### src/rtl/core/encoder_speed_position_unwrap_defines.svh
// Assertion macros for the encoder unwrap block.
// Included by the top level; define NO_ASSERTIONS to compile them away.
`ifndef ENCODER_SPEED_POSITION_UNWRAP_DEFINES_SVH
`define ENCODER_SPEED_POSITION_UNWRAP_DEFINES_SVH
`ifndef NO_ASSERTIONS
// Same-cycle implication, checked on every clock edge out of reset.
`define ESPU_ASSERT_IMP(lbl, ante, cons, msg) \
  lbl: assert property (@(posedge clk) disable iff (rst) (ante) |-> (cons)) \
    else $error(msg);
// Next-cycle implication, checked on every clock edge out of reset.
`define ESPU_ASSERT_NEXT(lbl, ante, cons, msg) \
  lbl: assert property (@(posedge clk) disable iff (rst) (ante) |=> (cons)) \
    else $error(msg);
`else
`define ESPU_ASSERT_IMP(lbl, ante, cons, msg)
`define ESPU_ASSERT_NEXT(lbl, ante, cons, msg)
`endif
`endif

### src/rtl/core/espu_pkg.sv
// Shared types and constants of the encoder unwrap block.
// No dependencies; used by the channel interfaces and the top level.
`default_nettype none

package espu_pkg;

  // Field widths.
  localparam int CNT_W   = 16;
  localparam int CFG_W   = 16;
  localparam int OVF_W   = 16;
  localparam int TOT_W   = 32;
  localparam int SPEED_W = 37;
  localparam int POS_W   = 48;
  localparam int IDX_W   = 3;

  // Multiplier operands: a signed operand and an unsigned 16-bit gain.
  localparam int OPND_W  = 34;
  localparam int PROD_W  = OPND_W + CFG_W + 1;

  // Overflow count limits.
  localparam logic signed [OVF_W-1:0] OVF_MAX = 16'sh7FFF;
  localparam logic signed [OVF_W-1:0] OVF_MIN = 16'sh8000;

  // Register reset values.
  localparam logic [CFG_W-1:0] RELOAD_RST    = 16'd20000;
  localparam logic [CFG_W-1:0] THRESHOLD_RST = 16'd19000;
  localparam logic [CFG_W-1:0] SPD_GAIN_RST  = 16'd6431;
  localparam logic [CFG_W-1:0] POS_GAIN_RST  = 16'd64;
  localparam logic [CFG_W-1:0] POS_OFS_RST   = 16'd10000;

  // Configuration register indexes.
  typedef enum logic [IDX_W-1:0] {
    REG_RELOAD    = 3'd0,
    REG_THRESHOLD = 3'd1,
    REG_SPD_GAIN  = 3'd2,
    REG_POS_GAIN  = 3'd3,
    REG_POS_OFS   = 3'd4
  } cfg_reg_t;

  // Sequencer states.
  typedef enum logic [3:0] {
    ST_IDLE,
    ST_EXT_MUL,
    ST_TOTAL,
    ST_WRAP,
    ST_DIFF,
    ST_SPD_MUL,
    ST_SPD_SAT,
    ST_PUSH,
    ST_POS_OP,
    ST_POS_MUL,
    ST_POS_SAT,
    ST_DIV,
    ST_DONE
  } state_t;

endpackage

`default_nettype wire

### src/rtl/core/espu_channels.sv
// Valid/ready channel interfaces for encoder samples and results.
// Depends on espu_pkg for the field widths.
`default_nettype none

interface espu_sample_if;
  logic                          valid;
  logic                          ready;
  logic [espu_pkg::CNT_W-1:0]    counter_value;
  logic                          counting_down;

  modport source (output valid, output counter_value, output counting_down, input ready);
  modport sink (input valid, input counter_value, input counting_down, output ready);
endinterface

interface espu_result_if;
  logic                               valid;
  logic                               ready;
  logic                               direction;
  logic signed [espu_pkg::SPEED_W-1:0] filtered_speed;
  logic signed [espu_pkg::POS_W-1:0]   position;

  modport source (output valid, output direction, output filtered_speed, output position,
                  input ready);
  modport sink (input valid, input direction, input filtered_speed, input position,
                output ready);
endinterface

`default_nettype wire

### src/rtl/core/encoder_speed_position_unwrap.sv
// Encoder counter unwrap with window-averaged speed and scaled position.
// Depends on espu_pkg, the channel interfaces and the assertion macro header.
`default_nettype none
`include "encoder_speed_position_unwrap_defines.svh"

// One sample transaction yields one result transaction. Each sample passes a
// small sequencer that reuses one 34x17-bit multiplier three times (overflow
// count times reload, count difference times speed gain, offset count times
// position gain) and then a divider that forms the window mean four quotient
// bits per cycle. No new sample is accepted until the current one has reached
// the output register. The finished result sits in an output register, so the
// next sample is taken while it waits.
// Configuration writes must only be issued while no sample is in flight.
module encoder_speed_position_unwrap #(
  parameter int WINDOW_DEPTH = 8
) (
  input  wire logic                         clk,
  input  wire logic                         rst,
  espu_sample_if.sink                       sample,
  espu_result_if.source                     result,
  input  wire logic                         cfg_we,
  input  wire logic [espu_pkg::IDX_W-1:0]   cfg_index,
  input  wire logic [espu_pkg::CFG_W-1:0]   cfg_data
);

  localparam int SUM_W    = espu_pkg::SPEED_W + $clog2(WINDOW_DEPTH);
  localparam int DIV_STEP = 4;
  localparam int DIV_CYC  = (SUM_W + DIV_STEP - 1) / DIV_STEP;
  localparam int DIV_W    = DIV_CYC * DIV_STEP;
  localparam int DCNT_W   = $clog2(DIV_CYC);
  localparam int REM_W    = $clog2(WINDOW_DEPTH);

  localparam logic [REM_W:0]    DIVISOR  = (REM_W + 1)'(WINDOW_DEPTH);
  localparam logic [DCNT_W-1:0] DIV_LAST = DCNT_W'(DIV_CYC - 1);

  // Configuration registers.
  logic [espu_pkg::CFG_W-1:0] reload_value;
  logic [espu_pkg::CFG_W-1:0] wrap_threshold;
  logic [espu_pkg::CFG_W-1:0] speed_gain;
  logic [espu_pkg::CFG_W-1:0] position_gain;
  logic [espu_pkg::CFG_W-1:0] position_offset;

  // Sequencer and datapath state.
  espu_pkg::state_t state, state_next;
  logic sample_ready;

  logic [espu_pkg::CNT_W-1:0]           cnt;
  logic                                 dir;
  logic signed [espu_pkg::OVF_W-1:0]    overflow_count;
  logic signed [espu_pkg::TOT_W-1:0]    total;
  logic signed [espu_pkg::TOT_W-1:0]    last_total;
  logic signed [espu_pkg::OPND_W-1:0]   opnd;
  logic signed [espu_pkg::PROD_W-1:0]   prod;
  logic [espu_pkg::CFG_W-1:0]           mul_gain;
  logic signed [espu_pkg::SPEED_W-1:0]  spd;
  logic signed [espu_pkg::SPEED_W-1:0]  hist [WINDOW_DEPTH];
  logic signed [SUM_W-1:0]              sum;
  logic signed [espu_pkg::POS_W-1:0]    pos;

  // Divider state.
  logic [DIV_W-1:0]  div_q;
  logic [REM_W-1:0]  div_rem;
  logic              div_neg;
  logic [DCNT_W-1:0] div_count;
  logic [DIV_W-1:0]  div_q_next;
  logic [REM_W-1:0]  div_rem_next;

  // Output register.
  logic                                res_valid;
  logic                                res_direction;
  logic signed [espu_pkg::SPEED_W-1:0] res_speed;
  logic signed [espu_pkg::POS_W-1:0]   res_position;

  // Wrap detection terms.
  logic signed [espu_pkg::TOT_W:0] drop;
  logic signed [espu_pkg::TOT_W:0] rise;
  logic signed [espu_pkg::TOT_W:0] thr_ext;

  logic sample_fire;
  logic res_load;

  assign sample_fire = sample.valid && sample_ready;
  assign res_load    = (state == espu_pkg::ST_DONE) && (!res_valid || result.ready);

  assign sample.ready          = sample_ready;
  assign result.valid          = res_valid;
  assign result.direction      = res_direction;
  assign result.filtered_speed = res_speed;
  assign result.position       = res_position;

  // Configuration writes; indexes beyond the register list are ignored.
  always_ff @(posedge clk) begin
    if (rst) begin
      reload_value    <= espu_pkg::RELOAD_RST;
      wrap_threshold  <= espu_pkg::THRESHOLD_RST;
      speed_gain      <= espu_pkg::SPD_GAIN_RST;
      position_gain   <= espu_pkg::POS_GAIN_RST;
      position_offset <= espu_pkg::POS_OFS_RST;
    end else if (cfg_we) begin
      case (cfg_index)
        espu_pkg::REG_RELOAD:    reload_value    <= cfg_data;
        espu_pkg::REG_THRESHOLD: wrap_threshold  <= cfg_data;
        espu_pkg::REG_SPD_GAIN:  speed_gain      <= cfg_data;
        espu_pkg::REG_POS_GAIN:  position_gain   <= cfg_data;
        espu_pkg::REG_POS_OFS:   position_offset <= cfg_data;
        default: ;
      endcase
    end
  end

  // Next-state logic.
  always_comb begin
    state_next = state;
    case (state)
      espu_pkg::ST_IDLE:    if (sample.valid) state_next = espu_pkg::ST_EXT_MUL;
      espu_pkg::ST_EXT_MUL: state_next = espu_pkg::ST_TOTAL;
      espu_pkg::ST_TOTAL:   state_next = espu_pkg::ST_WRAP;
      espu_pkg::ST_WRAP:    state_next = espu_pkg::ST_DIFF;
      espu_pkg::ST_DIFF:    state_next = espu_pkg::ST_SPD_MUL;
      espu_pkg::ST_SPD_MUL: state_next = espu_pkg::ST_SPD_SAT;
      espu_pkg::ST_SPD_SAT: state_next = espu_pkg::ST_PUSH;
      espu_pkg::ST_PUSH:    state_next = espu_pkg::ST_POS_OP;
      espu_pkg::ST_POS_OP:  state_next = espu_pkg::ST_POS_MUL;
      espu_pkg::ST_POS_MUL: state_next = espu_pkg::ST_POS_SAT;
      espu_pkg::ST_POS_SAT: state_next = espu_pkg::ST_DIV;
      espu_pkg::ST_DIV:     if (div_count == DIV_LAST) state_next = espu_pkg::ST_DONE;
      espu_pkg::ST_DONE:    if (res_load) state_next = espu_pkg::ST_IDLE;
      default:              state_next = espu_pkg::ST_IDLE;
    endcase
  end

  // Sequencer outputs: handshake and multiplier gain select.
  always_comb begin
    sample_ready = 1'b0;
    mul_gain     = position_gain;
    case (state)
      espu_pkg::ST_IDLE:    sample_ready = 1'b1;
      espu_pkg::ST_EXT_MUL: mul_gain = reload_value;
      espu_pkg::ST_SPD_MUL: mul_gain = speed_gain;
      default: ;
    endcase
  end

  always_ff @(posedge clk) begin
    if (rst) begin
      state <= espu_pkg::ST_IDLE;
    end else begin
      state <= state_next;
    end
  end

  // Wrap checks: previous minus new count, and new minus previous count.
  assign drop    = {last_total[espu_pkg::TOT_W-1], last_total} - {total[espu_pkg::TOT_W-1], total};
  assign rise    = {total[espu_pkg::TOT_W-1], total} - {last_total[espu_pkg::TOT_W-1], last_total};
  assign thr_ext = {(espu_pkg::TOT_W - espu_pkg::CFG_W + 1)'(0), wrap_threshold};

  // Shared multiplier with a registered product.
  always_ff @(posedge clk) begin
    prod <= opnd * $signed({1'b0, mul_gain});
  end

  // Count unwrap and speed/position datapath.
  always_ff @(posedge clk) begin
    if (rst) begin
      overflow_count <= '0;
      last_total     <= '0;
      sum            <= '0;
      for (int i = 0; i < WINDOW_DEPTH; i++) begin
        hist[i] <= '0;
      end
    end else begin
      case (state)
        espu_pkg::ST_IDLE: begin
          if (sample_fire) begin
            cnt  <= sample.counter_value;
            dir  <= sample.counting_down;
            opnd <= espu_pkg::OPND_W'(overflow_count);
          end
        end
        espu_pkg::ST_TOTAL: begin
          total <= {(espu_pkg::TOT_W - espu_pkg::CNT_W)'(0), cnt} + prod[espu_pkg::TOT_W-1:0];
        end
        espu_pkg::ST_WRAP: begin
          // A large backward jump means the counter wrapped upward, and the
          // reverse for a large forward jump; the step is skipped at the limits.
          if (drop > thr_ext) begin
            if (overflow_count != espu_pkg::OVF_MAX) begin
              overflow_count <= overflow_count + 16'sd1;
              total <= total + {(espu_pkg::TOT_W - espu_pkg::CFG_W)'(0), reload_value};
            end
          end else if (rise > thr_ext) begin
            if (overflow_count != espu_pkg::OVF_MIN) begin
              overflow_count <= overflow_count - 16'sd1;
              total <= total - {(espu_pkg::TOT_W - espu_pkg::CFG_W)'(0), reload_value};
            end
          end
        end
        espu_pkg::ST_DIFF: begin
          opnd       <= espu_pkg::OPND_W'(total) - espu_pkg::OPND_W'(last_total);
          last_total <= total;
        end
        espu_pkg::ST_SPD_SAT: begin
          // Clamp the scaled difference to the speed field.
          if (prod[espu_pkg::PROD_W-1:espu_pkg::SPEED_W-1] == '0 ||
              prod[espu_pkg::PROD_W-1:espu_pkg::SPEED_W-1] == '1) begin
            spd <= prod[espu_pkg::SPEED_W-1:0];
          end else if (prod[espu_pkg::PROD_W-1]) begin
            spd <= {1'b1, (espu_pkg::SPEED_W - 1)'(0)};
          end else begin
            spd <= {1'b0, {(espu_pkg::SPEED_W - 1){1'b1}}};
          end
        end
        espu_pkg::ST_PUSH: begin
          // Running window sum: add the newest value, drop the oldest.
          sum <= sum + SUM_W'(spd) - SUM_W'(hist[WINDOW_DEPTH-1]);
          for (int i = WINDOW_DEPTH - 1; i > 0; i--) begin
            hist[i] <= hist[i-1];
          end
          hist[0] <= spd;
        end
        espu_pkg::ST_POS_OP: begin
          opnd <= espu_pkg::OPND_W'(total) -
                  {(espu_pkg::OPND_W - espu_pkg::CFG_W)'(0), position_offset};
        end
        espu_pkg::ST_POS_SAT: begin
          // Clamp the scaled position to the position field.
          if (prod[espu_pkg::PROD_W-1:espu_pkg::POS_W-1] == '0 ||
              prod[espu_pkg::PROD_W-1:espu_pkg::POS_W-1] == '1) begin
            pos <= prod[espu_pkg::POS_W-1:0];
          end else if (prod[espu_pkg::PROD_W-1]) begin
            pos <= {1'b1, (espu_pkg::POS_W - 1)'(0)};
          end else begin
            pos <= {1'b0, {(espu_pkg::POS_W - 1){1'b1}}};
          end
        end
        default: ;
      endcase
    end
  end

  // Four restoring-division steps per cycle on the window sum magnitude.
  always_comb begin
    logic [REM_W:0] trial;
    div_q_next   = div_q;
    div_rem_next = div_rem;
    for (int s = 0; s < DIV_STEP; s++) begin
      trial      = {div_rem_next, div_q_next[DIV_W-1]};
      div_q_next = {div_q_next[DIV_W-2:0], 1'b0};
      if (trial >= DIVISOR) begin
        trial         = trial - DIVISOR;
        div_q_next[0] = 1'b1;
      end
      div_rem_next = trial[REM_W-1:0];
    end
  end

  // Divider: loaded with the sign and magnitude of the sum, then iterated.
  always_ff @(posedge clk) begin
    if (rst) begin
      div_count <= '0;
    end else begin
      case (state)
        espu_pkg::ST_POS_OP: begin
          div_neg   <= sum[SUM_W-1];
          div_q     <= DIV_W'(sum[SUM_W-1] ? -sum : sum);
          div_rem   <= '0;
          div_count <= '0;
        end
        espu_pkg::ST_DIV: begin
          div_q     <= div_q_next;
          div_rem   <= div_rem_next;
          div_count <= div_count + 1'b1;
        end
        default: ;
      endcase
    end
  end

  // Output register: holds the result until the sink takes it.
  always_ff @(posedge clk) begin
    if (rst) begin
      res_valid <= 1'b0;
    end else if (res_load) begin
      res_valid <= 1'b1;
    end else if (result.ready) begin
      res_valid <= 1'b0;
    end
  end

  always_ff @(posedge clk) begin
    if (res_load) begin
      res_direction <= dir;
      res_speed     <= div_neg ? -espu_pkg::SPEED_W'(div_q) : espu_pkg::SPEED_W'(div_q);
      res_position  <= pos;
    end
  end

  // The overflow count moves by at most one step per transaction.
  `ESPU_ASSERT_IMP(a_ovf_step, !$past(rst), (overflow_count == $past(overflow_count)) || (overflow_count == $past(overflow_count) + 16'sd1) || (overflow_count == $past(overflow_count) - 16'sd1), "overflow count jumped by more than one")
  // Once a sample is taken, no further sample is taken until it is finished.
  `ESPU_ASSERT_NEXT(a_busy_after_accept, sample.valid && sample.ready, !sample.ready, "sample taken while busy")
  // A new result appears only at the end of the sequence.
  `ESPU_ASSERT_IMP(a_result_from_done, !$past(rst) && $rose(result.valid), $past(state) == espu_pkg::ST_DONE, "result raised outside the final step")

endmodule

`default_nettype wire
### src/flat_wrapper.sv
// flat-port wrapper written by rule: the top's interface ports become plain ports
module encoder_speed_position_unwrap_flat 
#(
  parameter int WINDOW_DEPTH = 8
)
  (clk, rst, cfg_we, cfg_index, cfg_data, sample_valid, sample_counter_value, sample_counting_down, sample_ready, result_valid, result_direction, result_filtered_speed, result_position, result_ready);
  espu_sample_if sample_i ();
  espu_result_if result_i ();
  input  wire logic clk;
  input  wire logic rst;
  input  wire logic cfg_we;
  input  wire logic [espu_pkg::IDX_W-1:0] cfg_index;
  input  wire logic [espu_pkg::CFG_W-1:0] cfg_data;
  input wire logic [$bits(sample_i.valid)-1:0] sample_valid;
  input wire logic [$bits(sample_i.counter_value)-1:0] sample_counter_value;
  input wire logic [$bits(sample_i.counting_down)-1:0] sample_counting_down;
  output wire logic [$bits(sample_i.ready)-1:0] sample_ready;
  output wire logic [$bits(result_i.valid)-1:0] result_valid;
  output wire logic [$bits(result_i.direction)-1:0] result_direction;
  output wire logic [$bits(result_i.filtered_speed)-1:0] result_filtered_speed;
  output wire logic [$bits(result_i.position)-1:0] result_position;
  input wire logic [$bits(result_i.ready)-1:0] result_ready;
  assign sample_i.valid = sample_valid;
  assign sample_i.counter_value = sample_counter_value;
  assign sample_i.counting_down = sample_counting_down;
  assign sample_ready = sample_i.ready;
  assign result_valid = result_i.valid;
  assign result_direction = result_i.direction;
  assign result_filtered_speed = result_i.filtered_speed;
  assign result_position = result_i.position;
  assign result_i.ready = result_ready;
  encoder_speed_position_unwrap #(.WINDOW_DEPTH(WINDOW_DEPTH)) u_core (.clk(clk), .rst(rst), .sample(sample_i), .result(result_i), .cfg_we(cfg_we), .cfg_index(cfg_index), .cfg_data(cfg_data));
endmodule
### config.mk
export PLATFORM = sky130hd
export DESIGN_NAME = encoder_speed_position_unwrap_flat
export DESIGN_NICKNAME = d
export VERILOG_FILES = /design/src/rtl/core/espu_pkg.sv /design/src/rtl/core/espu_channels.sv /design/src/rtl/core/encoder_speed_position_unwrap.sv /design/src/flat_wrapper.sv
export VERILOG_INCLUDE_DIRS = /design/src /design/src/rtl/core
export SDC_FILE = /design/constraint.sdc
export NUM_CORES = 2
export LEC_CHECK = 0
export ABC_AREA = 1
export ABC_CLOCK_PERIOD_IN_PS = 25800
export CORE_ASPECT_RATIO = 0.9
export CORE_MARGIN = 4
export CORE_UTILIZATION = 30
export CTS_BUF_LIST = sky130_fd_sc_hd__clkbuf_8
export DETAILED_ROUTE_END_ITERATION = 6
export DONT_BUFFER_PORTS = 1
export GPL_ROUTABILITY_DRIVEN = 0
export SLEW_MARGIN = 20
export SYNTH_ARGS = -nofsm -noshare
export SYNTH_HDL_FRONTEND = slang
export SYNTH_SLANG_ARGS = --single-unit
### constraint.sdc
create_clock -name clk -period 25.8 [get_ports clk]
set_clock_uncertainty 0.1 [all_clocks]
set_input_delay 1.29 -clock clk [delete_from_list [all_inputs] [get_ports clk]]
set_output_delay 1.29 -clock clk [all_outputs]
set_load 0.02 [all_outputs]
==> flow_summary.toml <==
[timing]
setup_slack_ps = 16330
finalCriticalPeriod_ps = 9470
hold_viol_final = 0
max_slew_margin_pct = 25.4
fmax_mhz = 106
setup_viol = 0
rsz0062_at_grt = "false"
setup_tns_ps = 0
worst_pin_slew_ps = 1120
maxSlewViolCount = 0
period_share_pct = 36.7
hold_ws_ps = 317

[drt]
drt-total-wl_um = 173000
drcViolationCount = 0
vias = 47800
routedWlPerCell_um = 17.2
drt_pass1_iterations = 6
viasPerCell = 4.75
first_iter_violations = 4688
postRouteAntennaNets = 0

[synth]
synth_top_cell_area_share_pct = 28.6
syn_inst = 7279
yosys.area.top_type = "edfxtp_1"
synth_area_per_cell_um2 = 8.55
synth_top_family_by_area = "adder cells"
synthArstFlopShare_pct = 0
yosys-mux-area-fraction_pct = 0.0161
yosysSeqAreaShare_pct = 36.0
synth-adder-area-share_pct = 24.4
synth_most_common_cell = "inv_1"
yosys-top-cells-count = "inv_1, nand2_1, nor2_1"
synth_ff_type = "edfxtp_1"
synth-compound-area-share_pct = 9.40
synth-simple-area-share_pct = 15.7
synth_cell_types = 63
synthTopCellsByArea = "edfxtp_1, fa_1, inv_1"
syn-num-nets = 8204
synth-seq-cells = 821
synth_edf_count = 593
synth-xor-area-share_pct = 3.04
ys.warnings.count = 0
syn-cell-area_mm2 = 0.0622

[setup_path]
cp-start-kind = "flip-flop"
critical-path-top-delay-family = "adder cells"
cp_max_fo = 27
slowest_delay_ps = 810
end_kind = "flip-flop"
worst_ep_arrival_time_ps = 10070
critPathKind = "reg2reg"
critPathRequiredTime_ps = 26400
critPathBufInv = 5
cpMaxStageDelayCell = "clkinv_1"
cpMostUsedCell = "fa_1"

[placement]
numPortBuffers = 0
hpwl_um = 136000
pre_cts_ws_ps = 16640

[grt]
grt_usage_pct = 16.0
grt-ovfl-total = 0
grt_pass1_wl_um = 270000
antenna_found_initial = 2
grt_pass1_vias = 47400
grt_max_degree = 212

[clock_tree]
cts_hold_buf = 0
cts_tree = "built"
cts_max_path_buffers = 3
cts_setup_buffers = 0
h-tree-depth = 4
cts_root_buf = "clkbuf_8"
clk_latency_ps = 870
cts_buffers = 142
path_clk_slew_ps = 60
cts_resized = 0
cts_sinks = 821

[die]
dieHeight_um = 440
die_width_um = 488
start_util_pct = 30.2
rows = 158
coreArea_mm2 = 0.206
die_area_mm2 = 0.215
pin_count = 129

[job]
cap_violations = 0

[layout]
drive_gt1_share_pct = 4.55
nNetsFinal = 8156
syn_to_final_growth_pct = 9.39
n_fill_cell = 21400

[outcome]
status = "finished clean"

[worst_hold_path]
min_path_type = "reg2reg"
## through the flow
step / utilization, % / cells / cell area [µm²]
global route: 33.0 / 10100 / 68000
detailed placement: 31.6 / 9807 / 65100
floorplan: - / 7279 / 62200
CTS: 33.0 / 10100 / 68000
finish: 33.0 / 10100 / 68000
global placement: 31.6 / 9807 / 65100
## state kept, by name, summed over array words and instances, names as in the netlist, 37 cells and up
signal,flops
u_core.div_q,40
u_core.spd,37
u_core.result.filtered_speed,37
u_core.pos,48
u_core.sum,40
u_core.result.position,48
u_core.hist,296
u_core.prod,51
## cell type report
class / count / area (µm²) / share of cell area, %
Antenna cell: 1 / 2.50 / 0.00368
Clock buffer: 156 / 2150 / 3.16
Clock inverter: 105 / 836 / 1.23
Inverter: 1651 / 6200 / 9.12
Multi-Input combinational cell: 4581 / 32800 / 48.2
Sequential cell: 821 / 22400 / 32.9
Tap cell: 2720 / 3400 / 5.00
Timing Repair Buffer: 34 / 280 / 0.412
## placed cells by master, fill, tap and decap left out, drive strengths merged, types with 8 or more instances in the layout
| cell | n |
|---|---|
| o22ai | 23 |
| nor4 | 18 |
| nand4 | 35 |
| a21boi | 8 |
| a21o | 16 |
| o221ai | 9 |
| clkinv | 45 |
| nor3 | 68 |
| a21oi | 400 |
| nor2 | 888 |
| o21a | 18 |
| dfxtp | 228 |
| bufinv | 10 |
| nand2 | 1217 |
| fa | 551 |
| a31oi | 23 |
| o21ai | 455 |
| nand3b | 11 |
| o21bai | 21 |
| nand3 | 159 |
| inv | 1699 |
| o211ai | 43 |
| xnor2 | 52 |
| nor3b | 8 |
| buf | 34 |
| edfxtp | 593 |
| clkbuf | 156 |
| or2 | 9 |
| a211oi | 8 |
| ha | 333 |
| o31ai | 9 |
| xor2 | 162 |
## cell families (layout without fill, tap and decap cells)
| kind of cell | count (synthesis) | count (layout) |
|---|---|---|
| DFF | 821 | 821 |
| buffers and inverters | 1877 | 1946 |
| and+or+nand+nor | 2421 | 2421 |
| xor gates and xnor gates | 214 | 214 |
| AOI/OAI and AO/OA | 1061 | 1061 |
| adders and majority gates | 884 | 884 |
| muxes | 1 | 1 |
| other | 0 | 1 |
## routing by layer
metal / share of wire (%) / vias up / track usage [%] / wire length [µm]
met4: 3.9 / 0 / 6.18 / 6680
met2: 45 / 1843 / 25.5 / 77800
met3: 7.9 / 320 / 3.01 / 13700
met1: 43 / 23100 / 21.6 / 75000
li1: - / 22600 / - / -
met5: 0 / - / 0 / 0
## path summary, 6_finish.rpt
check | start | to | slack (ps) | depth (start not counted)
setup / recovery | u_core.state[0] | u_core.prod[49] | 16330 | 32
hold / removal | u_core.pos[40] | u_core.result.position[40] | 320 | 0
setup reg to reg | u_core.state[0] | u_core.prod[49] | 16330 | 32
hold reg to reg | u_core.pos[40] | u_core.result.position[40] | 320 | 0
Power is left out: the tool's default activity adds up to more than one toggle a clock period on the data nets, which glitch-free logic cannot reach.
